===== src/rtl/core/u8sb_pkg.sv =====
// shared types and constants for the utf-8 to single-byte charset converter
// no dependencies; used by every module under rtl/core except u8sb_fifo
`default_nettype none

package u8sb_pkg;

    // default sizing handed to the top level
    localparam int MAP_DEPTH_DEF   = 1024;
    localparam int RANGE_COUNT_DEF = 4;
    localparam int RANGE_MAX       = 4;
    localparam int CMD_Q_DEPTH     = 4;

    // widths of the fixed fields
    localparam int CP_W     = 21;
    localparam int LEN_W    = 11;
    localparam int OFF_W    = 13;
    localparam int ADDR_W   = 17;
    localparam int ERR_W    = 32;
    localparam int ARG_W    = 32;
    localparam int CFG_IDX_W = 3;
    localparam int CFG_DAT_W = 21;

    // code point limits
    localparam logic [CP_W-1:0] CP_MAX    = 21'h10FFFF;
    localparam logic [CP_W-1:0] CP_MIN_2B = 21'h00080;
    localparam logic [CP_W-1:0] CP_MIN_3B = 21'h00800;
    localparam logic [CP_W-1:0] CP_MIN_4B = 21'h10000;

    // input operations
    localparam logic [1:0] OP_FEED  = 2'd0;
    localparam logic [1:0] OP_EOS   = 2'd1;
    localparam logic [1:0] OP_WRITE = 2'd2;

    // result kinds
    localparam logic [1:0] KIND_BYTE    = 2'd0;
    localparam logic [1:0] KIND_ERROR   = 2'd1;
    localparam logic [1:0] KIND_UNKNOWN = 2'd2;

    // work passed from the decoder to the lookup side
    localparam logic [2:0] CMD_NONE   = 3'd0;
    localparam logic [2:0] CMD_LIT    = 3'd1;
    localparam logic [2:0] CMD_ERR    = 3'd2;
    localparam logic [2:0] CMD_LOOKUP = 3'd3;
    localparam logic [2:0] CMD_WRITE  = 3'd4;

    // configuration index low bit: base or length of a range
    localparam logic CFG_SEL_BASE = 1'b0;

    // one queue entry: an optional leading error, then one operation
    // write argument: map_index in [9:0], map_value in [18:10]
    typedef struct packed {
        logic             has_err;
        logic [ERR_W-1:0] err0;
        logic [2:0]       op;
        logic [ARG_W-1:0] arg;
    } t_cmd;

endpackage

`default_nettype wire


===== src/rtl/core/u8sb_front.sv =====
// utf-8 decoder front end: tracks the open sequence and emits queue commands
// depends on u8sb_pkg
`default_nettype none

module u8sb_front (
    input  wire logic           i_clk,
    input  wire logic           i_rst_n,
    input  wire logic           i_valid,
    input  wire logic           i_q_full,
    input  wire logic [1:0]     i_op,
    input  wire logic [7:0]     i_byte,
    input  wire logic [9:0]     i_index,
    input  wire logic [8:0]     i_value,
    output logic                o_ready,
    output logic                o_push,
    output u8sb_pkg::t_cmd      o_cmd
);

    logic [1:0]                  r_be, n_be;
    logic [1:0]                  r_br, n_br;
    logic [u8sb_pkg::CP_W-1:0]   r_ca, n_ca;
    logic [u8sb_pkg::ERR_W-1:0]  r_ea, n_ea;
    logic                        accept;
    logic                        intr;
    logic [1:0]                  be_eff;
    logic [u8sb_pkg::CP_W-1:0]   minimum;
    u8sb_pkg::t_cmd              cmd;

    assign o_ready = !i_q_full;
    assign accept  = i_valid && !i_q_full;

    // sequence decode for one transaction
    always_comb begin
        n_be    = r_be;
        n_br    = r_br;
        n_ca    = r_ca;
        n_ea    = r_ea;
        cmd     = '0;
        cmd.op  = u8sb_pkg::CMD_NONE;
        intr    = 1'b0;
        be_eff  = r_be;
        minimum = u8sb_pkg::CP_MIN_4B;
        if (accept) begin
            unique case (i_op)
                u8sb_pkg::OP_FEED: begin
                    // non-continuation byte while a sequence is open
                    intr        = (r_be != 2'd0) && (i_byte[7:6] != 2'b10);
                    cmd.has_err = intr;
                    cmd.err0    = r_ea;
                    be_eff      = intr ? 2'd0 : r_be;
                    if (be_eff == 2'd0) begin
                        n_ea = {24'd0, i_byte};
                        n_br = 2'd0;
                        n_be = 2'd0;
                        if (!i_byte[7]) begin
                            cmd.op  = u8sb_pkg::CMD_LIT;
                            cmd.arg = {24'd0, i_byte};
                        end else if (i_byte[7:5] == 3'b110) begin
                            n_ca = {16'd0, i_byte[4:0]};
                            n_be = 2'd1;
                        end else if (i_byte[7:4] == 4'b1110) begin
                            n_ca = {17'd0, i_byte[3:0]};
                            n_be = 2'd2;
                        end else if (i_byte[7:3] == 5'b11110) begin
                            n_ca = {18'd0, i_byte[2:0]};
                            n_be = 2'd3;
                        end else begin
                            cmd.op  = u8sb_pkg::CMD_ERR;
                            cmd.arg = {24'd0, i_byte};
                        end
                    end else begin
                        n_ea = {r_ea[23:0], i_byte};
                        n_ca = {r_ca[14:0], i_byte[5:0]};
                        n_br = r_br + 2'd1;
                        if (n_br >= r_be) begin
                            n_be = 2'd0;
                            if (r_be == 2'd1) begin
                                minimum = u8sb_pkg::CP_MIN_2B;
                            end else if (r_be == 2'd2) begin
                                minimum = u8sb_pkg::CP_MIN_3B;
                            end
                            if ((n_ca < minimum) || (n_ca > u8sb_pkg::CP_MAX)) begin
                                cmd.op  = u8sb_pkg::CMD_ERR;
                                cmd.arg = n_ea;
                            end else begin
                                cmd.op  = u8sb_pkg::CMD_LOOKUP;
                                cmd.arg = {11'd0, n_ca};
                            end
                        end
                    end
                end
                u8sb_pkg::OP_EOS: begin
                    if (r_be != 2'd0) begin
                        cmd.op  = u8sb_pkg::CMD_ERR;
                        cmd.arg = r_ea;
                        n_be    = 2'd0;
                    end
                end
                u8sb_pkg::OP_WRITE: begin
                    cmd.op  = u8sb_pkg::CMD_WRITE;
                    cmd.arg = {13'd0, i_value, i_index};
                end
                default: begin
                end
            endcase
        end
    end

    assign o_push = cmd.has_err || (cmd.op != u8sb_pkg::CMD_NONE);
    assign o_cmd  = cmd;

    // decoder state
    always_ff @(posedge i_clk) begin
        if (!i_rst_n) begin
            r_be <= 2'd0;
            r_br <= 2'd0;
            r_ca <= '0;
            r_ea <= '0;
        end else begin
            r_be <= n_be;
            r_br <= n_br;
            r_ca <= n_ca;
            r_ea <= n_ea;
        end
    end

endmodule

`default_nettype wire


===== config.mk =====
export PLATFORM = sky130hd
export DESIGN_NAME = u8sb_front
export DESIGN_NICKNAME = d
export VERILOG_FILES = /design/src/rtl/core/u8sb_pkg.sv /design/src/rtl/core/u8sb_front.sv
export SDC_FILE = /design/constraint.sdc
export NUM_CORES = 1
export LEC_CHECK = 0
export ABC_CLOCK_PERIOD_IN_PS = 2570
export CELL_PAD_IN_SITES_DETAIL_PLACEMENT = 0
export CELL_PAD_IN_SITES_GLOBAL_PLACEMENT = 1
export CORE_MARGIN = 2
export CORE_UTILIZATION = 45
export DETAILED_ROUTE_END_ITERATION = 10
export DONT_BUFFER_PORTS = 1
export GPL_ROUTABILITY_DRIVEN = 0
export PLACE_DENSITY = 0.8
export SYNTH_ARGS = -nofsm -noshare
export SYNTH_HDL_FRONTEND = slang
export SYNTH_SLANG_ARGS = --single-unit

===== constraint.sdc =====
create_clock -name i_clk -period 2.57 [get_ports i_clk]
set_input_delay 0.1285 -clock i_clk [delete_from_list [all_inputs] [get_ports i_clk]]
set_output_delay 0.1285 -clock i_clk [all_outputs]
set_load 0.01 [all_outputs]

== Word-level counts from Yosys, hierarchy flattened ==
Cells that the tools add are included.
Operators by class
  add/sub/neg operators: 1
  order comparisons: 3
  equal/unequal tests: 12
  muxes and demuxes: 33
  reduce and logical (&&, ||, !) cells: 13
Operators by type and width (count)
  $mux W34: 6
  $pmux W35 S3: 1
  $mux W21: 4
  $mux W15: 5
  $mux W68: 1
  $mux W33: 2
  $mux W35: 1
  $mux W17: 2
  $mux W32: 1
  $gt A21 B21 Y1 const B: 1
  $lt A21 B21 Y1: 1
  $mux W2: 9
  $reduce_and A4 Y1: 2
  $ne A2 B2 Y1 const B: 3
  $eq A5 B5 Y1 const B: 1
  $eq A2 B1 Y1 const B: 2
  $eq A2 B2 Y1 const B: 2
  $eq A4 B4 Y1 const B: 1
  $logic_not A2 Y1: 2
  $ne A4 B1 Y1 const B: 1
  $pmux W2 S2: 1
  $reduce_bool A2 Y1: 2
  $eq A3 B3 Y1 const B: 1
  $ne A3 B3 Y1 const B: 1
  other kinds (7): 9
Word-level totals
  register bits after elaboration: 51
  logic and storage cells: 66

== Longest topological paths before layout ==
Gate-level depths: netlist (run 1).
  depth in word-level cells: 16
  mapped depth: 11
  mapped depth without buffers: 10

== Worst setup path after synthesis (run 1) ==
OpenSTA, ideal clock, no wires.
  path kind: register -> output
  start: reg r_be[0]
  end: out o_push
  data arrival time: 2.384 ns
  data required time: 2.441 ns
  setup slack: 0.058 ns
  stages on the path, launching flop included: 10
  cell sequence: dfxtp_1 inv_1 ha_1 ha_1 or2_2 and4bb_1 a21oi_2 a31oi_1 nor2_1 or4_1
RTL lines
  start, declared: line u8sb_front.sv:19  | logic [1:0] r_be, n_be;
  start signal, assigned: line u8sb_front.sv:120  | r_be <= n_be;
  end, declared: line u8sb_front.sv:15  | output logic o_push,

== Final worst setup path (run 1) ==
  start: reg r_be[1]
  end: out o_push
Between the ends
  word-level cells in the longest chain between the ends: 16
  elaborated cells on any way between the ends: 24
  those cells by class: order compare: 2; eq/ne: 2; mux: 14; reduce/logical: 6
Ends and longest elaborated chain
  $eq A2 B2 Y1: line u8sb_front.sv:79  | end else if (r_be == 2'd2) begin
  $mux W17: line u8sb_front.sv:79
  $mux W17: line u8sb_front.sv:77  | if (r_be == 2'd1) begin
  $mux W21: line u8sb_front.sv:75  | if (n_br >= r_be) begin
  $mux W21: line u8sb_front.sv:51  | if (be_eff == 2'd0) begin
  $mux W21: line u8sb_front.sv:44  | unique case (i_op)
  $mux W21: line u8sb_front.sv:43  | if (accept) begin
  $lt A21 B21 Y1: line u8sb_front.sv:82  | if ((n_ca < minimum) || (n_ca > u8sb_pkg::CP_MAX)) begin
  $logic_or A1 B1 Y1: line u8sb_front.sv:82
  $mux W33: line u8sb_front.sv:82
  $mux W34: line u8sb_front.sv:75
  $mux W35: line u8sb_front.sv:51
  $pmux W35 S3: line u8sb_front.sv:44
  $mux W68 (*): line u8sb_front.sv:43
  $reduce_bool A3 Y1: line u8sb_front.sv:109  | assign o_push = cmd.has_err || (cmd.op != u8sb_pkg::CMD_NONE);
  $logic_or A1 B1 Y1 (*): line u8sb_front.sv:109
Mark *: on every way between the ends. The rest lies on a longest branch, timed or not. The select of a mux whose other input is x is not followed.

==> results of run 1 <==
==> cells in the final DEF (no fill, tap or decap), drive strengths merged, types with 5 or more instances in the layout <==
master,count
dfxtp,51
clkbuf,5
dlygate4sd3,8
nor2b,10
nor2,22
nand2,88
o22ai,12
a21oi,9
a21boi,43
a22oi,26
ha,7
and3,34
mux2i,16
buf,41
o21ai,11
nand3,20
==> metal layers <==
metal	wire [um]	track usage (%)
met1	4827	39.67
met2	4862	38.81
met3	970	6.716
met4	187	7.713
met5	0	0
==> logic make-up (layout without fill, tap and decap cells) <==
logic type	count (synthesis)	in the layout	synth area share, %
and+or+nand+nor	195	195	28.91
AOI/OAI and AO/OA	119	119	26.47
DFF	51	51	31.66
buffers and inverters	41	61	5.006
muxes	16	16	4.967
adders and majority gates	7	7	2.716
xor gates and xnor gates	1	1	0.2717
==> power breakdown <==
group	switching [uW]	total (uW)	leakage (uW)	internal, uW
Combinational	89.7	154	0.000904	64.4
Clock	276	665	0.0000644	388
Sequential	5.33	798	0.000412	793
==> per-stage QoR <==
stage	utilization [%]	setup TNS, ns	setup slack (ns)	hold slack, ns
6_report	56.38	-0.1133	-0.09216	0.008120
5_1_grt	56.38	-1.315	-0.1778	0.02252
4_1_cts	55.52	-0.04681	-0.04005	0.01292
3_5_place_dp	50.78	0	0.1228	0.2638
3_3_place_gp	50.78	0	0.1556	0.2598
2_1_floorplan	-	0	0.05785	0.2734
==> critical path, cell delays in order (launching register included) <==
cell,delay (ns)
dfxtp_2,0.37
inv_4,0.05
ha_4,0.24
ha_4,0.15
or2_4,0.24
and4bb_1,0.32
a21oi_4,0.09
a31oi_1,0.18
nor2_1,0.07
or4_4,0.51
==> cell type report <==
cell class	count	area, um2
Inverter	4	17.52
Multi-Input combinational cell	338	2162
Clock inverter	3	67.56
Clock buffer	5	68.82
Timing Repair Buffer	49	411.6
Sequential cell	51	1025
Fill cell	655	2997
Tap cell	96	120.1
==> cells in the mapped netlist (all sizes together), types with 2 or more instances <==
| cell | count | area, um2 |
|---|---|---|
| nor2b | 10 | 62.56 |
| nor3 | 4 | 20.02 |
| a21oi | 9 | 48.80 |
| buf | 9 | 41.29 |
| a32oi | 2 | 17.52 |
| and2 | 4 | 25.02 |
| inv | 4 | 15.01 |
| a21boi | 43 | 322.8 |
| a21o | 4 | 30.03 |
| dfxtp | 51 | 1021 |
| mux2i | 16 | 160.2 |
| and3 | 34 | 212.7 |
| clkbuf | 28 | 105.1 |
| nand3 | 20 | 100.1 |
| nand2b | 4 | 25.02 |
| o21ai | 11 | 62.56 |
| a222oi | 4 | 40.04 |
| nand2 | 88 | 330.3 |
| a31oi | 2 | 12.51 |
| nor2 | 22 | 82.58 |
| or3 | 2 | 12.51 |
| o22ai | 12 | 75.07 |
| a22oi | 26 | 195.2 |
| ha | 7 | 87.58 |
| or4b | 2 | 20.02 |
==> worst paths after layout <==
kind / slack (ns) / start / end / cells after the start
max: -0.09 / r_be[1]$_SDFFE_PN0P_ / o_push / 9
min: 0.008 / i_byte[0] / r_ca[0]$_SDFFE_PN0P_ / 2
max reg2reg: 0.50 / r_be[1]$_SDFFE_PN0P_ / r_ca[14]$_SDFFE_PN0P_ / 8
min reg2reg: 0.48 / r_ea[27]$_SDFFE_PN0P_ / r_ea[27]$_SDFFE_PN0P_ / 2
==> registers in the layout (all words and copies together) (netlist names) <==
signal / cells
r_be: 2
r_br: 2
r_ca: 15
r_ea: 32
==> what timing repair did <==
action,4_1_cts,5_1_grt
gates resized for setup,14,22
setup endpoints to repair,26,31
pin swaps,7,13
hold buffers,9,0
setup buffers,5,0
endpoints found under the hold margin,51,0
==> impl_metrics.py, run 1 <==
metrics = {
    "synth": {
        "syn_area_mm2": 0.003224,
        "synth_seq_cells": 51,
        "synth_edf_count": 0,
        "yosysUniqueCellTypes": 42,
        "async_flop_share_pct": 0,
        "synth_warnings": 0,
        "ys_seq_area_share_pct": 31.66,
        "postSynthAreaPerCell_um2": 7.498,
        "synth_ff_type": "dfxtp_1",
        "netlist_instances": 430,
        "syn-num-nets": 470,
    },
    "sta": {
        "timing.final.crit_share_pct": 103.6,
        "rsz0062_at_grt": "true",
        "period_needed_ns": 2.662,
        "fin_ws_ns": -0.09216,
        "maxSlewViolCount": 0,
        "finalSetupViolations": 3,
        "max_freq_mhz": 375.6,
        "finClkSkew_ns": 0.006755,
        "hold_viol_final": 0,
        "slew_headroom_pct": 65.04,
        "worst_pin_slew_ns": 0.5238,
    },
    "clocking": {
        "clk_path_buf_depth": 2,
        "clkLatencyLatePin_ns": 0.31,
        "cts_tree": "built",
        "clockRootBuffer": "clkbuf_8",
        "numCtsBuffers": 5,
        "clkSlewWorstSetupHoldPaths_ns": 0.09,
        "numClockSinks": 51,
        "cts_max_level": 2,
    },
    "setup_path": {
        "crit_type": "flip-flop to output pin",
        "crit_arrival_ns": 2.53,
        "cp-start-kind": "flip-flop",
        "required_ns": 2.44,
        "critPathCaptureType": "output pin",
        "cp_max_fo": 5,
    },
    "floorplanning": {
        "row_count": 30,
        "coreArea_mm2": 0.006869,
        "die_h_um": 88.65,
        "die_w_um": 88.65,
        "initial_core_util_pct": 46.94,
        "ios": 103,
        "die-area_mm2": 0.007858,
    },
    "power": {
        "power.density_mw_per_mm2": 417.5,
        "vdd_ir_drop_max_v": 0.0002464,
        "p_total_uw": 1617,
        "p_leak_uw": 0.001381,
    },
    "outcome": {
        "outcome": "complete, but fails checks",
        "violations": "negative setup slack",
    },
    "detailed_routing": {
        "routed_wl_um": 10850,
        "drtPass1Iterations": 5,
        "antenna_left": 0,
        "vias": 3334,
        "via_per_inst": 6.106,
        "drc": 0,
        "dr.first_iter.drc_count": 250,
        "post_drt_wl_per_cell_um": 19.87,
    },
    "global_routing": {
        "grt_pass1_vias": 3014,
        "antenna_found_initial": 0,
        "globalRouteTotalUtil_pct": 26.95,
        "grt_pass1_wl_um": 16250,
        "grt_max_degree": 52,
        "overflow": 0,
    },
    "placement": {
        "placed_cell_area_mm2": 0.003488,
        "port_buffers": 0,
        "place_inst": 526,
        "dp_hpwl_um": 7513,
    },
    "worst_hold_path": {
        "hold_path_class": "input port to flip-flop",
    },
    "cells_and_area": {
        "area_delta_synth_final_pct": 20.10,
        "fin_cells": 546,
        "fin_area_mm2": 0.003872,
        "antenna_cells": 0,
        "drive_gt1_share_pct": 18.44,
        "nets": 489,
    },
    "job": {
        "maxCapViolations": 0,
    },
}
Note: power is estimated with default switching activity, not from simulation.
==> run 2: changes to the inputs <==
--- a/config.mk
+++ b/config.mk
@@ -5,15 +5,15 @@
 export SDC_FILE = /design/constraint.sdc
 export NUM_CORES = 1
 export LEC_CHECK = 0
-export ABC_CLOCK_PERIOD_IN_PS = 2570
+export ABC_CLOCK_PERIOD_IN_PS = 2300
 export CELL_PAD_IN_SITES_DETAIL_PLACEMENT = 0
 export CELL_PAD_IN_SITES_GLOBAL_PLACEMENT = 1
 export CORE_MARGIN = 2
-export CORE_UTILIZATION = 45
+export CORE_UTILIZATION = 41
 export DETAILED_ROUTE_END_ITERATION = 10
 export DONT_BUFFER_PORTS = 1
 export GPL_ROUTABILITY_DRIVEN = 0
-export PLACE_DENSITY = 0.8
+export PLACE_DENSITY = 0.76
 export SYNTH_ARGS = -nofsm -noshare
 export SYNTH_HDL_FRONTEND = slang
 export SYNTH_SLANG_ARGS = --single-unit
==> constraint.sdc (replaced) <==
create_clock -name i_clk -period 2.3 [get_ports i_clk]
set_input_delay 0.115 -clock i_clk [delete_from_list [all_inputs] [get_ports i_clk]]
set_output_delay 0.115 -clock i_clk [all_outputs]
set_load 0.01 [all_outputs]
==> run 2 against run 1 <==
  * The run still ends with negative setup slack left
  * Sequential cell count stayed put
  * Clock-buffer cell count rose by 1
  * Utilization down 4.8 points
  * Final cell count rose by 2.2%
==> impl_metrics.py, run 2 (synthesis gave the netlist of run 1 again) <==
metrics = {
    "outcome": {
        "outcome": "complete, but fails checks",
        "violations": "negative setup slack",
    },
    "detailed_routing": {
        "via_per_inst": 6.095,
        "antenna_left": 0,
        "drtPass1Iterations": 5,
        "post_drt_wl_per_cell_um": 19.91,
        "dr.first_iter.drc_count": 295,
        "routed_wl_um": 11110,
        "drc": 0,
        "vias": 3401,
    },
    "setup_path": {
        "critPathCaptureType": "output pin",
        "crit_type": "flip-flop to output pin",
        "required_ns": 2.18,
        "cp-start-kind": "flip-flop",
        "cp_max_fo": 4,
        "crit_arrival_ns": 2.49,
        "ff2ff_path_depth": 11,
    },
    "worst_hold_path": {
        "hold_path_class": "input port to flip-flop",
        "holdPathStages": 2,
    },
    "cells_and_area": {
        "antenna_cells": 0,
        "drive_gt1_share_pct": 22.37,
        "fin_util_pct": 51.58,
        "area_delta_synth_final_pct": 22.97,
        "fin_cells": 558,
        "reg_top3": "r_ea (32), r_ca (15)",
        "nets": 495,
        "most-common-layout-cells": "86 x nand2_1, 48 x dfxtp_1, 42 x buf_4",
        "layout_commonest_cell": "nand2_1",
        "largest_reg_flops": 32,
        "regMostFlops": "r_ea",
        "fillers": 769,
    },
    "global_routing": {
        "overflow": 0,
        "grt_max_degree": 52,
        "globalRouteTotalUtil_pct": 26.01,
        "grt_pass1_vias": 3165,
        "grt_pass1_wl_um": 17570,
        "antenna_found_initial": 0,
    },
    "clocking": {
        "clockRootBuffer": "clkbuf_8",
        "clkSlewWorstSetupHoldPaths_ns": 0.09,
        "numCtsBuffers": 5,
        "cts_tree": "built",
        "clk_path_buf_depth": 2,
        "numClockSinks": 51,
        "clkLatencyLatePin_ns": 0.32,
        "cts_max_level": 2,
    },
    "floorplanning": {
        "ios": 103,
        "die_h_um": 92.68,
        "row_count": 32,
        "die-area_mm2": 0.008590,
        "die_w_um": 92.68,
        "coreArea_mm2": 0.007687,
        "initial_core_util_pct": 41.94,
    },
    "sta": {
        "rsz0062_at_grt": "true",
        "finalSetupViolations": 31,
        "finClkSkew_ns": 0.008494,
        "maxSlewViolCount": 0,
        "hold_viol_final": 0,
        "max_freq_mhz": 384.0,
        "timing.final.crit_share_pct": 113.2,
        "period_needed_ns": 2.604,
        "slew_headroom_pct": 67.64,
        "setup_tns_ns": -5.258,
        "fin_ws_ns": -0.3039,
        "worst_pin_slew_ns": 0.4842,
    },
    "placement": {
        "dp_hpwl_um": 7581,
        "place_inst": 533,
        "port_buffers": 0,
    },
    "power": {
        "p_leak_uw": 0.001405,
        "intPower_uw": 1206,
        "pwr-share-seq_pct": 54.4,
        "pwr-share-comb_pct": 10.9,
        "p_clk_share_pct": 34.6,
        "p_total_uw": 1636,
        "vdd_ir_drop_max_v": 0.0002147,
        "power.density_mw_per_mm2": 412.6,
        "switching_share_pct": 26.27,
        "netSwitchingPower_uw": 429.8,
    },
    "job": {
        "maxCapViolations": 0,
    },
}
run 2: area by class of cell:
class	count	area, um2	share of cell area [%]
timing repair buffer	55	469.2	11.83
sequential	51	1027	25.91
tap	102	127.6	3.219
multi-input combinational	338	2227	56.17
inverter	4	17.52	0.4418
clock inverter	2	13.76	0.3471
clock buffer	6	82.58	2.083
run 2: critical path, cell delays in order, from the launching register on:
cell,delay (ns)
dfxtp_4,0.37
inv_4,0.04
ha_4,0.24
ha_4,0.15
or2_4,0.24
and4bb_1,0.30
a21oi_4,0.09
a31oi_2,0.17
nor2_2,0.08
or4_4,0.51
run 2: final timing paths:
kind	from	end	slack, ns
max	r_be[0]$_SDFFE_PN0P_	o_push	-0.30
min	i_byte[4]	r_ca[4]$_SDFFE_PN0P_	0.01
max reg2reg	r_be[0]$_SDFFE_PN0P_	r_be[1]$_SDFFE_PN0P_	0.07
min reg2reg	r_ea[30]$_SDFFE_PN0P_	r_ea[30]$_SDFFE_PN0P_	0.49
run 2: through the flow:
step	instance area [um2]	setup slack (ns)	hold WS, ns
after floorplan	3268	0.002807	0.2599
after global placement	3547	0.01752	0.2453
after detailed placement	3547	-0.04574	0.2544
after CTS	3819	-0.3325	0.004400
after global routing	3965	-0.3544	0.02009
final	3965	-0.3039	0.009596
run 2: routing by layer:
layer	vias up	part of all wire (%)	GRT usage, %
li1	1594	-	-
met1	1638	44	38.25
met2	153	46	38.75
met3	16	8.4	4.719
met4	0	1.5	7.721
met5	-	0	0
run 2: timing repair:
action | CTS | global route
setup buffers | 3 | 5
pin swaps | 16 | 21
gates resized for setup | 15 | 28
setup endpoints to repair | 31 | 36
hold buffers | 9 | 0
endpoints found under the hold margin | 51 | 0
run 2: power groups by stage:
stage | Combinational (uW) | Sequential (uW) | Clock, uW
5_1_grt | 195 | 891 | 605
2_1_floorplan | 113 | 908 | 0
4_1_cts | 169 | 890 | 577
3_5_place_dp | 138 | 910 | 0
6_report | 179 | 890 | 567
3_3_place_gp | 137 | 911 | 0
