File: config.mk
export PLATFORM = sky130hd
export DESIGN_NAME = u8sb_fifo
export DESIGN_NICKNAME = d
export VERILOG_FILES = /design/src/rtl/core/u8sb_fifo.sv
export SDC_FILE = /design/constraint.sdc
export NUM_CORES = 1
export LEC_CHECK = 0
export BUFFER_PORTS_ARGS = -buffer_cell sky130_fd_sc_hd__clkbuf_2
export CORE_MARGIN = 2
export CORE_UTILIZATION = 50
export CTS_BUF_LIST = sky130_fd_sc_hd__clkbuf_8
export DETAILED_ROUTE_END_ITERATION = 7
export GPL_TIMING_DRIVEN = 0
export PLACE_DENSITY = 0.71
export SLEW_MARGIN = 20
export SYNTH_ARGS = -nofsm -noshare
export SYNTH_HDL_FRONTEND = slang
export SYNTH_SLANG_ARGS = --single-unit
File: constraint.sdc
create_clock -name i_clk -period 2.9 [get_ports i_clk]
set_clock_uncertainty 0.15 [all_clocks]
set_input_delay 0.29 -clock i_clk [delete_from_list [all_inputs] [get_ports i_clk]]
set_output_delay 0.29 -clock i_clk [all_outputs]
set_load 0.01 [all_outputs]
File: src/rtl/core/u8sb_fifo.sv
// small command queue between decoder and lookup side
// depends on no package; width and depth come from the instantiating module
`default_nettype none

module u8sb_fifo #(
    parameter int W     = 8,
    parameter int DEPTH = 4
) (
    input  wire logic         i_clk,
    input  wire logic         i_rst_n,
    input  wire logic         i_push,
    input  wire logic [W-1:0] i_wdata,
    input  wire logic         i_pop,
    output logic [W-1:0]      o_rdata,
    output logic              o_full,
    output logic              o_empty
);

    localparam int AW = (DEPTH > 1) ? $clog2(DEPTH) : 1;

    logic [W-1:0]  r_data [DEPTH];
    logic [AW-1:0] r_wp;
    logic [AW-1:0] r_rp;
    logic [AW:0]   r_cnt;
    logic          do_push;
    logic          do_pop;

    assign o_full  = (r_cnt == (AW+1)'(DEPTH));
    assign o_empty = (r_cnt == '0);
    assign do_push = i_push && !o_full;
    assign do_pop  = i_pop && !o_empty;
    assign o_rdata = r_data[r_rp];

    // storage
    always_ff @(posedge i_clk) begin
        if (do_push) begin
            r_data[r_wp] <= i_wdata;
        end
    end

    // pointers and fill level
    always_ff @(posedge i_clk) begin
        if (!i_rst_n) begin
            r_wp  <= '0;
            r_rp  <= '0;
            r_cnt <= '0;
        end else begin
            if (do_push) begin
                r_wp <= (r_wp == AW'(DEPTH - 1)) ? '0 : r_wp + AW'(1);
            end
            if (do_pop) begin
                r_rp <= (r_rp == AW'(DEPTH - 1)) ? '0 : r_rp + AW'(1);
            end
            if (do_push && !do_pop) begin
                r_cnt <= r_cnt + (AW+1)'(1);
            end else if (do_pop && !do_push) begin
                r_cnt <= r_cnt - (AW+1)'(1);
            end
        end
    end

endmodule

`default_nettype wire

## After elaboration in Yosys (flattened, before gate mapping)

Memory sizes are Yosys's and may differ from the RTL's. A register that Yosys moved wholly into a read port is not among the register bits.
Cells that the tools add are included.

| word-level totals | value |
|---|---|
| bits in registers | 7 |
| memories | 1 |
| bits of input ports | 12 |
| word-level logic and storage cells | 29 |
| output and inout bits | 10 |
| memory bits (writable) | 32 |

Memory list:

| memory | depth | bits a word | read ports | clocked after memory_dff | write ports | line | RTL |
|---|---|---|---|---|---|---|---|
| r_data | 4 | 8 | 1 | 1 | 1 | 21 | `logic [W-1:0] r_data [DEPTH];` |

| operators by class | value |
|---|---|
| reductions and logical operators | 10 |
| multiplexer cells | 8 |
| equal/unequal tests | 3 |
| add/subtract/negate cells | 4 |

Operators with widths:

| operator | number |
|---|---|
| 2-bit two-way mux | 4 |
| 3-bit two-way mux | 2 |
| 2-bit by 1-bit adder with 2-bit output, second input constant | 2 |
| 2-bit equality test, second input constant | 2 |
| 1-bit logical AND | 4 |
| 1-bit zero test | 4 |
| 3-bit by 1-bit adder with 3-bit output, second input constant | 1 |
| 3-bit equality test, second input constant | 1 |
| 3-bit zero test | 1 |
| 3-bit by 1-bit subtractor with 3-bit output, second input constant | 1 |
| 1-bit two-way mux | 2 |
| 2-bit nonzero test | 1 |

## Logic depth before layout (Yosys ltp)

Gate-level depths: netlist of run 1.

| logic depth | value |
|---|---|
| depth in word-level cells | 7 |
| gate-level depth with buffers | 9 |
| mapped depth without buffers | 8 |

## Worst setup path before layout of run 1

No wires, ideal clock.

| timing | value |
|---|---|
| kind | reg2reg |
| start | reg r_cnt[0] |
| end | reg r_cnt[2] |
| stages on the path, launching flop included | 8 |
| required time | 2,674 ps |
| setup time | 76 ps |
| period minus slack after synthesis | 2,243 ps |
| arrival | 2,017 ps |
| buffers on the path | 0 |
| path slack | 657 ps |
| path through | dfxtp_1 -> o31ai_1 -> ha_1 -> inv_1 -> fa_1 -> xor2_1 -> or3_1 -> a21boi_0 |

| on the way | value |
|---|---|
| longest elaborated chain between the ends | 6 |
| elaborated cells on any way between the ends | 15 |
| those cells by class | add/sub (2); eq/ne (1); mux (2); reduce/logical (10) |

RTL lines:

| element | line | RTL |
|---|---|---|
| start: declaration | 24 | `logic [AW:0] r_cnt;` |
| start signal: assignment | 55 | `r_cnt <= r_cnt + (AW+1)'(1);` |
| start signal: assignment | 57 | `r_cnt <= r_cnt - (AW+1)'(1);` |
| parallel branches: the longest is 6 deep, another holds 3-bit by 1-bit subtractor with 3-bit output | n/a |  |

Several ways; the timed one is not identified. The select of a mux whose other input is x is not followed.
A chain may end at the register's enable or synchronous reset.

## Final worst setup path of run 1

| timing | value |
|---|---|
| start | reg r_cnt[1] |
| end | reg r_cnt[2] |

Same word-level chain as after synthesis.

==> summary.txt, run 1 <==
outcome = finished, final reports clean
Cells after Synth = 93
final core utilization = 0.625
hold path depth = 1
Simple-Gate Fraction of Synth Area = 0.0660
via/cell ratio = 5.04
Syn. warnings = 0
number of DRC markers in iteration 0 = 21
Vias = 837
main combinational cell family by area after synthesis = multiplexers
Clk pin slew, worst setup/hold paths = 0.08 ns
final hold viol count = 0
Worst Setup End Kind = flip-flop
Die H = 61.1 microns
Tmin final = 2.44 ns
vias in the first global route = 803
worst hold start = i_wdata[6]
starting density of the core = 0.530
Routed Antenna Nets = 0
sequential area share after synthesis = 0.700
f_max = 410 MHz
worst hold path type = in -> reg
total global-route track usage = 0.152
final setup fails = 0
cts hold-fix bufs = 0
RePlAce Congestion = 0.711
global-route wire length before repair = 3.75 mm
Overflow after GRT = 0
worst path required time = 2.97 ns
Worst Setup Start Kind = flip-flop
Synth area leaders = edfxtp_1 59%, dfxtp_1 11%, mux4_2 11%, ha_1 4.6%, and2_1 1.9%
TNS Setup = 0 ns
pin count of the biggest net entering global routing = 14
r2r endpoint = r_cnt[2]
post-synthesis compound-gate area fraction = 0.0184
post-CTS setup buffers = 0
R2R Path Start = r_cnt[1]
RSZ-0062 raised after global routing = false
nets@finish = 140
adder-cell share of the synthesized area = 0.0583
multiplexer share of the synthesized area = 0.129
Die Width = 61.1 microns
CTS H-Tree Depth = 2
boundary pin count = 22
Least-Margin Pin Slew = 0.526 ns
period utilization = 0.842
max-slew violation count = 0
CTS tree = done
post-detail-place hpwl = 1.65 mm
CTS Buf Count = 5
post-CTS sizing = 0
Inserted Diodes = 0
DR WL/cell = 14.4 microns
arrival time at the worst endpoint = 2.51 ns
syn avg cell area = 17.5 sq um
initial antenna violation count = 0
Synth Net Count = 112
worst skew pair latency = 0.29 ns
hold worst-path end = r_data[2][6]
PwrDens = 891 nW/um^2
Worst R2R Path Depth = 7
post-synthesis register bit count = 41
WL final = 2.39 mm
DRC Markers = 0
PortBufs = 21
P_leak = 0.715 nW
Die Area = 3730 sq um
leading area contributor after synthesis = edfxtp_1
Worst Path Max Fanout = 5
clock sinks = 41
clk root buf = clkbuf_8
R2R Setup Slk = 0.46 ns
post-route insts no fill = 166
kind of critical path = reg -> reg
layout cells sized above 1 = 0.328
Cell Area, Synth = 1630 sq um
Worst IR Drop VDD = 433 uV
xor/xnor share of the synthesized area = 0.0107
Slew HR = 0.647
post-synth top area share = 0.589
dpl cells = 158
worst hold slack = 0.0606 ns
Area Overhead vs Synth = 18.0%
distinct cell type count after synthesis = 23
Clock Path Buffers = 2
row count = 20
core box area = 3080 sq um
first drt pass iteration count = 4
Max Cap Viol = 0
==> worst max-delay path, stage by stage (launching register included) <==
cell and delay, ns:
dfxtp_1 0.37, o31ai_1 0.51, ha_1 0.29, inv_1 0.06
fa_1 0.37, xor2_1 0.16, or3_1 0.31, a21boi_0 0.15
==> cell usage after synthesis <==
| cell type | number |
|---|---|
| dfxtp_1 | 9 |
| fa_1 | 1 |
| mux2i_1 | 3 |
| or3_1 | 1 |
| mux4_2 | 8 |
| a21boi_0 | 1 |
| nor3b_2 | 1 |
| nor2_1 | 2 |
| xnor2_1 | 1 |
| xor2_1 | 1 |
| buf_2 | 2 |
| inv_1 | 3 |
| nand3_1 | 2 |
| ha_1 | 6 |
| nor2b_1 | 2 |
| edfxtp_1 | 32 |
| buf_1 | 1 |
| clkbuf_1 | 1 |
| o21ai_0 | 3 |
| o31ai_1 | 1 |
| and2_1 | 5 |
| nand2_1 | 6 |
| nor3_1 | 1 |
==> how the worst max path moves through the flow <==
stage               startpoint       end  slack [ns]  cells past startpoint
floorplan             r_cnt[0]  r_cnt[2]        0.66                      7
global route          r_cnt[0]  r_cnt[2]        0.24                      7
finish                r_cnt[1]  r_cnt[2]        0.46                      7
CTS                   r_cnt[0]  r_cnt[2]        0.44                      7
global placement      r_cnt[0]  r_cnt[2]        0.54                      7
detailed placement    r_cnt[0]  r_cnt[2]        0.45                      7
==> final cells by class <==
type,instances,area [sq um]
multi-input cells,45,460
inverters,3,11.3
fillers,235,1150
clock inverters,3,65.1
repair buffers,21,105
plain buffers,4,17.5
flip-flops and latches,41,1140
clock buffers,5,68.8
well taps,44,55.1
==> power by group <==
group	internal, mW	switching, mW	total, mW
combinational	0.206	0.208	0.414
clock	0.342	0.187	0.529
sequential	0.723	0.0472	0.770
total	1.27	0.443	1.71
==> state kept, by name, indices dropped and copies added (netlist names), named ones only <==
| signal | flops |
|---|---|
| r_data | 32 |
| r_cnt | 3 |
| r_rp | 2 |
| r_wp | 2 |
==> placed cells by master, fill, tap and decap left out, types with 2 or more instances in the layout <==
cell type,synthesis,layout
and2_1,5,5
buf_2,2,2
bufinv_16,0,2
clkbuf_2,0,21
clkbuf_8,0,5
dfxtp_1,9,9
edfxtp_1,32,32
ha_1,6,6
inv_1,3,3
mux2i_1,3,3
mux4_2,8,8
nand2_1,6,6
nand3_1,2,2
nor2_1,2,2
nor2b_1,2,2
o21ai_0,3,3
==> stage by stage <==
stage | area, sq um | setup slack [ns] | power, mW
floorplan | 1630 | 0.657 | 1.07
global placement | 1790 | 0.542 | 1.18
detailed placement | 1790 | 0.448 | 1.20
CTS | 1920 | 0.436 | 1.73
global route | 1920 | 0.244 | 1.81
finish | 1920 | 0.460 | 1.71
==> per-layer routing <==
| metal | part of all wire | global-route usage | wire length [microns] | up-vias |
|---|---|---|---|---|
| li1 | - | - | - | 412 |
| met5 | 0 | 0 | 0 | - |
| met4 | 0.018 | 0.0652 | 42 | 0 |
| met1 | 0.46 | 0.193 | 1090 | 407 |
| met2 | 0.48 | 0.231 | 1150 | 13 |
| met3 | 0.044 | 0.0651 | 105 | 5 |
==> logic make-up after synthesis <==
group | count (synthesis)
muxes | 11
adders and majority gates | 7
xor gates and xnor gates | 2
and+or+nand+nor | 20
AOI/OAI and AO/OA | 5
DFF | 41
buffers and inverters | 7
Power figures use the tool's default switching activity.
==> run 2, diff against run 1 <==
==> constraint.sdc (replaced) <==
create_clock -name i_clk -period 2.45 [get_ports i_clk]
set_clock_uncertainty 0.15 [all_clocks]
set_input_delay 0.245 -clock i_clk [delete_from_list [all_inputs] [get_ports i_clk]]
set_output_delay 0.245 -clock i_clk [all_outputs]
set_load 0.01 [all_outputs]
==> run 2 against run 1 <==
Compared with the run above:
- maximum frequency is 6.4% higher
- routed wire length is 0.21% higher
- critical path depth is 2 higher
- utilization is 0.53 points higher
- critical endpoint unchanged
- largest cell class unchanged
==> summary.txt, run 2 (synthesized netlist as in run 1, its figures left out) <==
boundary pin count = 22 (unchanged)
DR WL met2 = 1.16 mm (+0.69%)
Least-Margin Pin Slew = 0.495 ns (-0.0308 ns)
PortBufs = 21 (unchanged)
Die Width = 61.1 microns (unchanged)
RePlAce Congestion = 0.711 (unchanged)
global-route wire length before repair = 3.73 mm (-0.37%)
via/cell ratio = 5.07 (+0.48%)
Clock Path Buffers = 2 (unchanged)
hold path depth = 1 (unchanged)
WP buf/inv = 2 (+1)
CTS tree = done
pin count of the biggest net entering global routing = 14 (unchanged)
final hold viol count = 0 (unchanged)
TNS Setup = 0 ns (unchanged)
top sig layer = met4
Routed Antenna Nets = 0 (unchanged)
Worst Setup Start Kind = flip-flop
CP max stage delay = 0.37 ns (-0.14 ns)
Vias = 841 (+0.48%)
kind of critical path = reg -> reg
most common cell after layout, fill and taps aside = edfxtp_1
Worst Setup End Kind = flip-flop
DR WL/cell = 14.4 microns (+0.21%)
arrival time at the worst endpoint = 2.36 ns (-0.15 ns)
nets@finish = 140 (unchanged)
total global-route track usage = 0.152 (-0.000448)
P_leak = 0.717 nW (+0.20%)
worst path required time = 2.52 ns (-0.45 ns)
first drt pass iteration count = 4 (unchanged)
M1 WL = 1.09 mm (unchanged)
Regs by FF count = r_data x32, r_cnt x3
met3 wire len = 102 microns (-2.9%)
Slew HR = 0.670 (+0.0235)
Worst Path Max Fanout = 7 (+2)
Die Area = 3730 sq um (unchanged)
post-CTS setup buffers = 0 (unchanged)
Crit-path slowest cell = fa_1
final setup fails = 0 (unchanged)
Die H = 61.1 microns (unchanged)
core box area = 3080 sq um (unchanged)
post-detail-place hpwl = 1.65 mm (unchanged)
RSZ-0062 raised after global routing = false
PwrDens = 1060 nW/um^2 (+18%)
worst setup margin = 0.156 ns (-0.303 ns)
post-route insts no fill = 166 (unchanged)
starting density of the core = 0.530 (unchanged)
initial antenna violation count = 0 (unchanged)
Tmin final = 2.29 ns (-0.147 ns)
number of DRC markers in iteration 0 = 29 (+38%)
outcome = finished, final reports clean
f_max = 436 MHz (+6.4%)
Max Cap Viol = 0 (unchanged)
row count = 20 (unchanged)
Crit. path cell count = 9 (+2)
clk root buf = clkbuf_8
layout cells sized above 1 = 0.352 (+0.0246)
CTS Buf Count = 5 (unchanged)
CP top delay family = simple AND/OR/NAND/NOR gates
Pwr Total = 2.05 mW (+19%)
Inserted Diodes = 0 (unchanged)
most frequent cells in the layout = 32 x edfxtp_1, 21 x clkbuf_2, 8 x mux4_2
Worst R2R Path Depth = 9 (+2)
Overflow after GRT = 0 (unchanged)
DRC Markers = 0 (unchanged)
dpl cells = 158 (unchanged)
worst hold path type = in -> reg
max reg flops = 32 (unchanged)
Post-Place Worst Slack = -0.00238 ns (-0.450 ns)
CTS H-Tree Depth = 2 (unchanged)
period utilization = 0.936 (+0.0947)
worst skew pair latency = 0.29 ns (about the same)
Reg with most FFs = r_data
max-slew violation count = 0 (unchanged)
Clk pin slew, worst setup/hold paths = 0.08 ns (about the same)
WL final = 2.40 mm (+0.21%)
critical path cell sequence = nor3b_2, nor2b_1, buf_2, ha_1, inv_1, fa_1, xor2_1, or3_1, a21boi_0
vias in the first global route = 802 (-0.12%)
Worst IR Drop VDD = 522 uV (+20%)
clock sinks = 41 (unchanged)
Area Overhead vs Synth = 19.0%
==> run 2: cell counts in the layout (fill, tap and decap cells not counted) <==
Identical to the previous run, type by type.
==> run 2: report_power, final <==
part	internal (mW)	total (mW)	switching [mW]
logic	0.250	0.498	0.248
clock network	0.404	0.628	0.223
registers	0.858	0.922	0.0633
==> run 2: final timing paths <==
path	start	to	slack, ns
worst min register to register	r_wp[1]	r_wp[1]	0.36
worst max-delay path	r_cnt[2]	r_cnt[2]	0.16
worst max register to register	r_cnt[2]	r_cnt[2]	0.16
worst min-delay path	i_wdata[6]	r_data[2][6]	0.01
==> run 2: routing by layer <==
| metal | vias to the layer above | track usage |
|---|---|---|
| met3 | 5 | 0.0651 |
| met1 | 410 | 0.192 |
| met5 | - | 0 |
| met2 | 13 | 0.231 |
| met4 | 0 | 0.0652 |
| li1 | 413 | - |
==> run 2: final cells by class <==
class,count,area (sq um)
Fill cell,236,1140
Clock inverter,3,65.1
Buffer,4,17.5
Inverter,3,11.3
Tap cell,44,55.1
Timing Repair Buffer,21,105
Multi-Input combinational cell,45,474
Sequential cell,41,1140
Clock buffer,5,68.8
==> run 2: per-stage QoR <==
step / cell area [sq um] / util / hold WS [ns]
2_1_floorplan: 1630 / - / 0.194
3_3_place_gp: 1790 / 0.582 / 0.310
3_5_place_dp: 1790 / 0.582 / 0.317
4_1_cts: 1930 / 0.627 / 0.0135
5_1_grt: 1940 / 0.630 / 0.00750
6_report: 1940 / 0.630 / 0.0144
==> run 2: repair_timing <==
item | in CTS | in global routing
hold buffers | 0 | 0
endpoints found under the setup margin | 1 | 1
resized for setup | 1 | 3
==> run 3, diff against run 2 <==
--- a/config.mk
+++ b/config.mk
@@ -6,12 +6,13 @@
 export NUM_CORES = 1
 export LEC_CHECK = 0
 export BUFFER_PORTS_ARGS = -buffer_cell sky130_fd_sc_hd__clkbuf_2
-export CORE_MARGIN = 2
+export CORE_MARGIN = 1
 export CORE_UTILIZATION = 50
 export CTS_BUF_LIST = sky130_fd_sc_hd__clkbuf_8
+export CTS_CLUSTER_DIAMETER = 40
 export DETAILED_ROUTE_END_ITERATION = 7
 export GPL_TIMING_DRIVEN = 0
-export PLACE_DENSITY = 0.71
+export PLACE_DENSITY_LB_ADDON = 0.25
 export SLEW_MARGIN = 20
 export SYNTH_ARGS = -nofsm -noshare
 export SYNTH_HDL_FRONTEND = slang
==> run 3 against run 2 <==
Compared with the run above:
- non-clock buffer count did not move
- utilization is 1.6 points lower
- critical path depth unchanged
- worst setup slack gained 0.016 ns
- hold slack better by 0.020 ns
- cell count unchanged
- sequential cell count unchanged
==> summary.txt, run 3 (synthesized netlist as in run 1, its figures left out) <==
Filler Cell Count = 245 (+3.8%)
max-slew violation count = 0 (unchanged)
Int Power = 1.30 mW (-14%)
Regs by FF count = r_data x32, r_cnt x3
Cell Area, Placed = 1790 sq um (unchanged)
DRC Markers = 0 (unchanged)
period utilization = 0.929 (-0.00669)
RePlAce Congestion = 0.724 (+1.8%)
CP top delay family = simple AND/OR/NAND/NOR gates
Vias = 845 (+0.48%)
outcome = finished, final reports clean
max reg flops = 32 (unchanged)
first drt pass iteration count = 4 (unchanged)
starting density of the core = 0.530 (unchanged)
via/cell ratio = 5.09 (+0.48%)
Die Area = 3490 sq um (-6.4%)
Die Width = 59.1 microns (-3.3%)
vias in the first global route = 879 (+9.6%)
number of DRC markers in iteration 0 = 24 (-17%)
CTS Buf Count = 5 (unchanged)
Clock Path Buffers = 2 (unchanged)
CP max stage delay = 0.37 ns (about the same)
Worst Setup Start Kind = flip-flop
PwrDens = 963 nW/um^2 (-8.7%)
Reg with most FFs = r_data
TNS Setup = 0 ns (unchanged)
arrival time at the worst endpoint = 2.33 ns (-0.03 ns)
WL final = 2.45 mm (+2.3%)
Worst Path Max Fanout = 7 (unchanged)
Combinational Power Share = 0.274 (+0.031)
nets@finish = 140 (unchanged)
core box area = 3080 sq um (unchanged)
WP buf/inv = 2 (unchanged)
cts hold-fix bufs = 0 (unchanged)
worst hold path type = in -> reg
Routed Antenna Nets = 0 (unchanged)
worst path required time = 2.51 ns (about the same)
Least-Margin Pin Slew = 0.476 ns (-0.0191 ns)
final hold viol count = 0 (unchanged)
post-detail-place hpwl = 1.71 mm (+4.0%)
final core utilization = 0.614 (-0.0163)
CTS tree = done
critical path cell sequence = nor3b_2, nor2b_1, buf_4, ha_1, inv_1, fa_1, xor2_1, or3_1, a21boi_1
RSZ-0062 raised after global routing = false
worst skew pair latency = 0.28 ns (about the same)
Overflow after GRT = 0 (unchanged)
DR WL/cell = 14.8 microns (+2.3%)
final setup fails = 0 (unchanged)
row count = 20 (unchanged)
Multi-input gate area = 474 sq um (unchanged)
power share of the clock group = 0.219 (-0.088)
Die H = 59.1 microns (-3.3%)
P_leak = 0.700 nW (-2.3%)
post-CTS setup buffers = 0 (unchanged)
design area = 1890 sq um (-2.6%)
Slew HR = 0.683 (+0.0127)
Worst IR Drop VDD = 596 uV (+14%)
most common cell after layout, fill and taps aside = edfxtp_1
Register Area = 1140 sq um (unchanged)
f_max = 439 MHz (+0.72%)
PortBufs = 21 (unchanged)
pin count of the biggest net entering global routing = 13 (-1)
layout cells sized above 1 = 0.336 (-0.0164)
clk root buf = clkbuf_8
Crit-path slowest cell = fa_1
Sequential Power Share = 0.507 (+0.057)
Switch Pwr = 0.520 mW (-2.8%)
initial antenna violation count = 0 (unchanged)
global-route wire length before repair = 4.13 mm (+11%)
Inserted Diodes = 0 (unchanged)
Area Overhead vs Synth = 16.0%
boundary pin count = 22 (unchanged)
clock sinks = 41 (unchanged)
most frequent cells in the layout = 32 x edfxtp_1, 21 x clkbuf_2, 8 x mux4_2
Max Cap Viol = 0 (unchanged)
Sw Ratio = 0.285 (+0.0244)
Tmin final = 2.28 ns (-0.0164 ns)
Clk pin slew, worst setup/hold paths = 0.07 ns (about the same)
CTS H-Tree Depth = 2 (unchanged)
kind of critical path = reg -> reg
total global-route track usage = 0.168 (+0.0164)
Worst Setup End Kind = flip-flop
[run 3: cell types whose count changed in the layout (fill, tap and decap cells not counted)]
| cell | delta |
|---|---|
| inv_1 | +2 |
| buf_4 | +1 |
| buf_2 | -1 |
| a21boi_1 | +1 |
| bufinv_16 | -2 |
| a21boi_0 | -1 |
[run 3: routing by layer]
metal	track usage	share of wire	wire, microns
met3	0.0480	0.030	73
met5	0	0	0
met2	0.289	0.52	1260
met4	0.0510	0.0098	24
met1	0.207	0.44	1090
[run 3: what timing repair did]
item / 4_1_cts / 5_1_grt
resized for setup: 1 / 5
pin swaps: 0 / 0
hold endpoints to repair: 0 / 0
setup endpoints to repair: 1 / 1
[run 3: area by class of cell]
cell class,count,area share
well taps,44,0.0291
flip-flops and latches,41,0.605
plain buffers,4,0.0106
clock buffers,5,0.0364
inverters,3,0.00596
clock inverters,3,0.00662
repair buffers,21,0.0556
multi-input cells,45,0.251
[run 3: path summary, 6_finish.rpt]
path              depth (start not counted)      endpoint  slack [ns]  startpoint
hold reg to reg                           2       r_wp[1]        0.35     r_wp[1]
hold / removal                            1  r_data[0][7]        0.03  i_wdata[7]
setup / recovery                          9      r_cnt[2]        0.17    r_cnt[2]
setup reg to reg                          9      r_cnt[2]        0.17    r_cnt[2]
[run 3: power by group through the flow]
stage	logic [mW]	registers [mW]	clock network, mW
CTS	0.503	0.916	0.410
floorplan	0.353	0.912	0
global route	0.561	0.935	0.440
detailed placement	0.496	0.929	0
global placement	0.479	0.919	0
finish	0.499	0.923	0.399
[run 3: stage by stage]
stage / hold WS (ns) / power (mW) / setup slack [ns] / instances
6_report: 0.0341 / 1.82 / 0.173 / 166
5_1_grt: 0.0321 / 1.94 / 0.00642 / 166
4_1_cts: 0.0299 / 1.83 / 0.0559 / 166
3_5_place_dp: 0.321 / 1.43 / -0.0798 / 158
3_3_place_gp: 0.310 / 1.40 / 0.0696 / 158
2_1_floorplan: 0.194 / 1.27 / 0.207 / 93
[run 3: worst reg2reg max path: stages, from the launching register on]
cell and delay, ns:
dfxtp_1 0.36, nor3b_2 0.19, nor2b_1 0.12, buf_4 0.16
ha_1 0.19, inv_1 0.06, fa_1 0.37, xor2_1 0.16
or3_1 0.30, a21boi_1 0.15
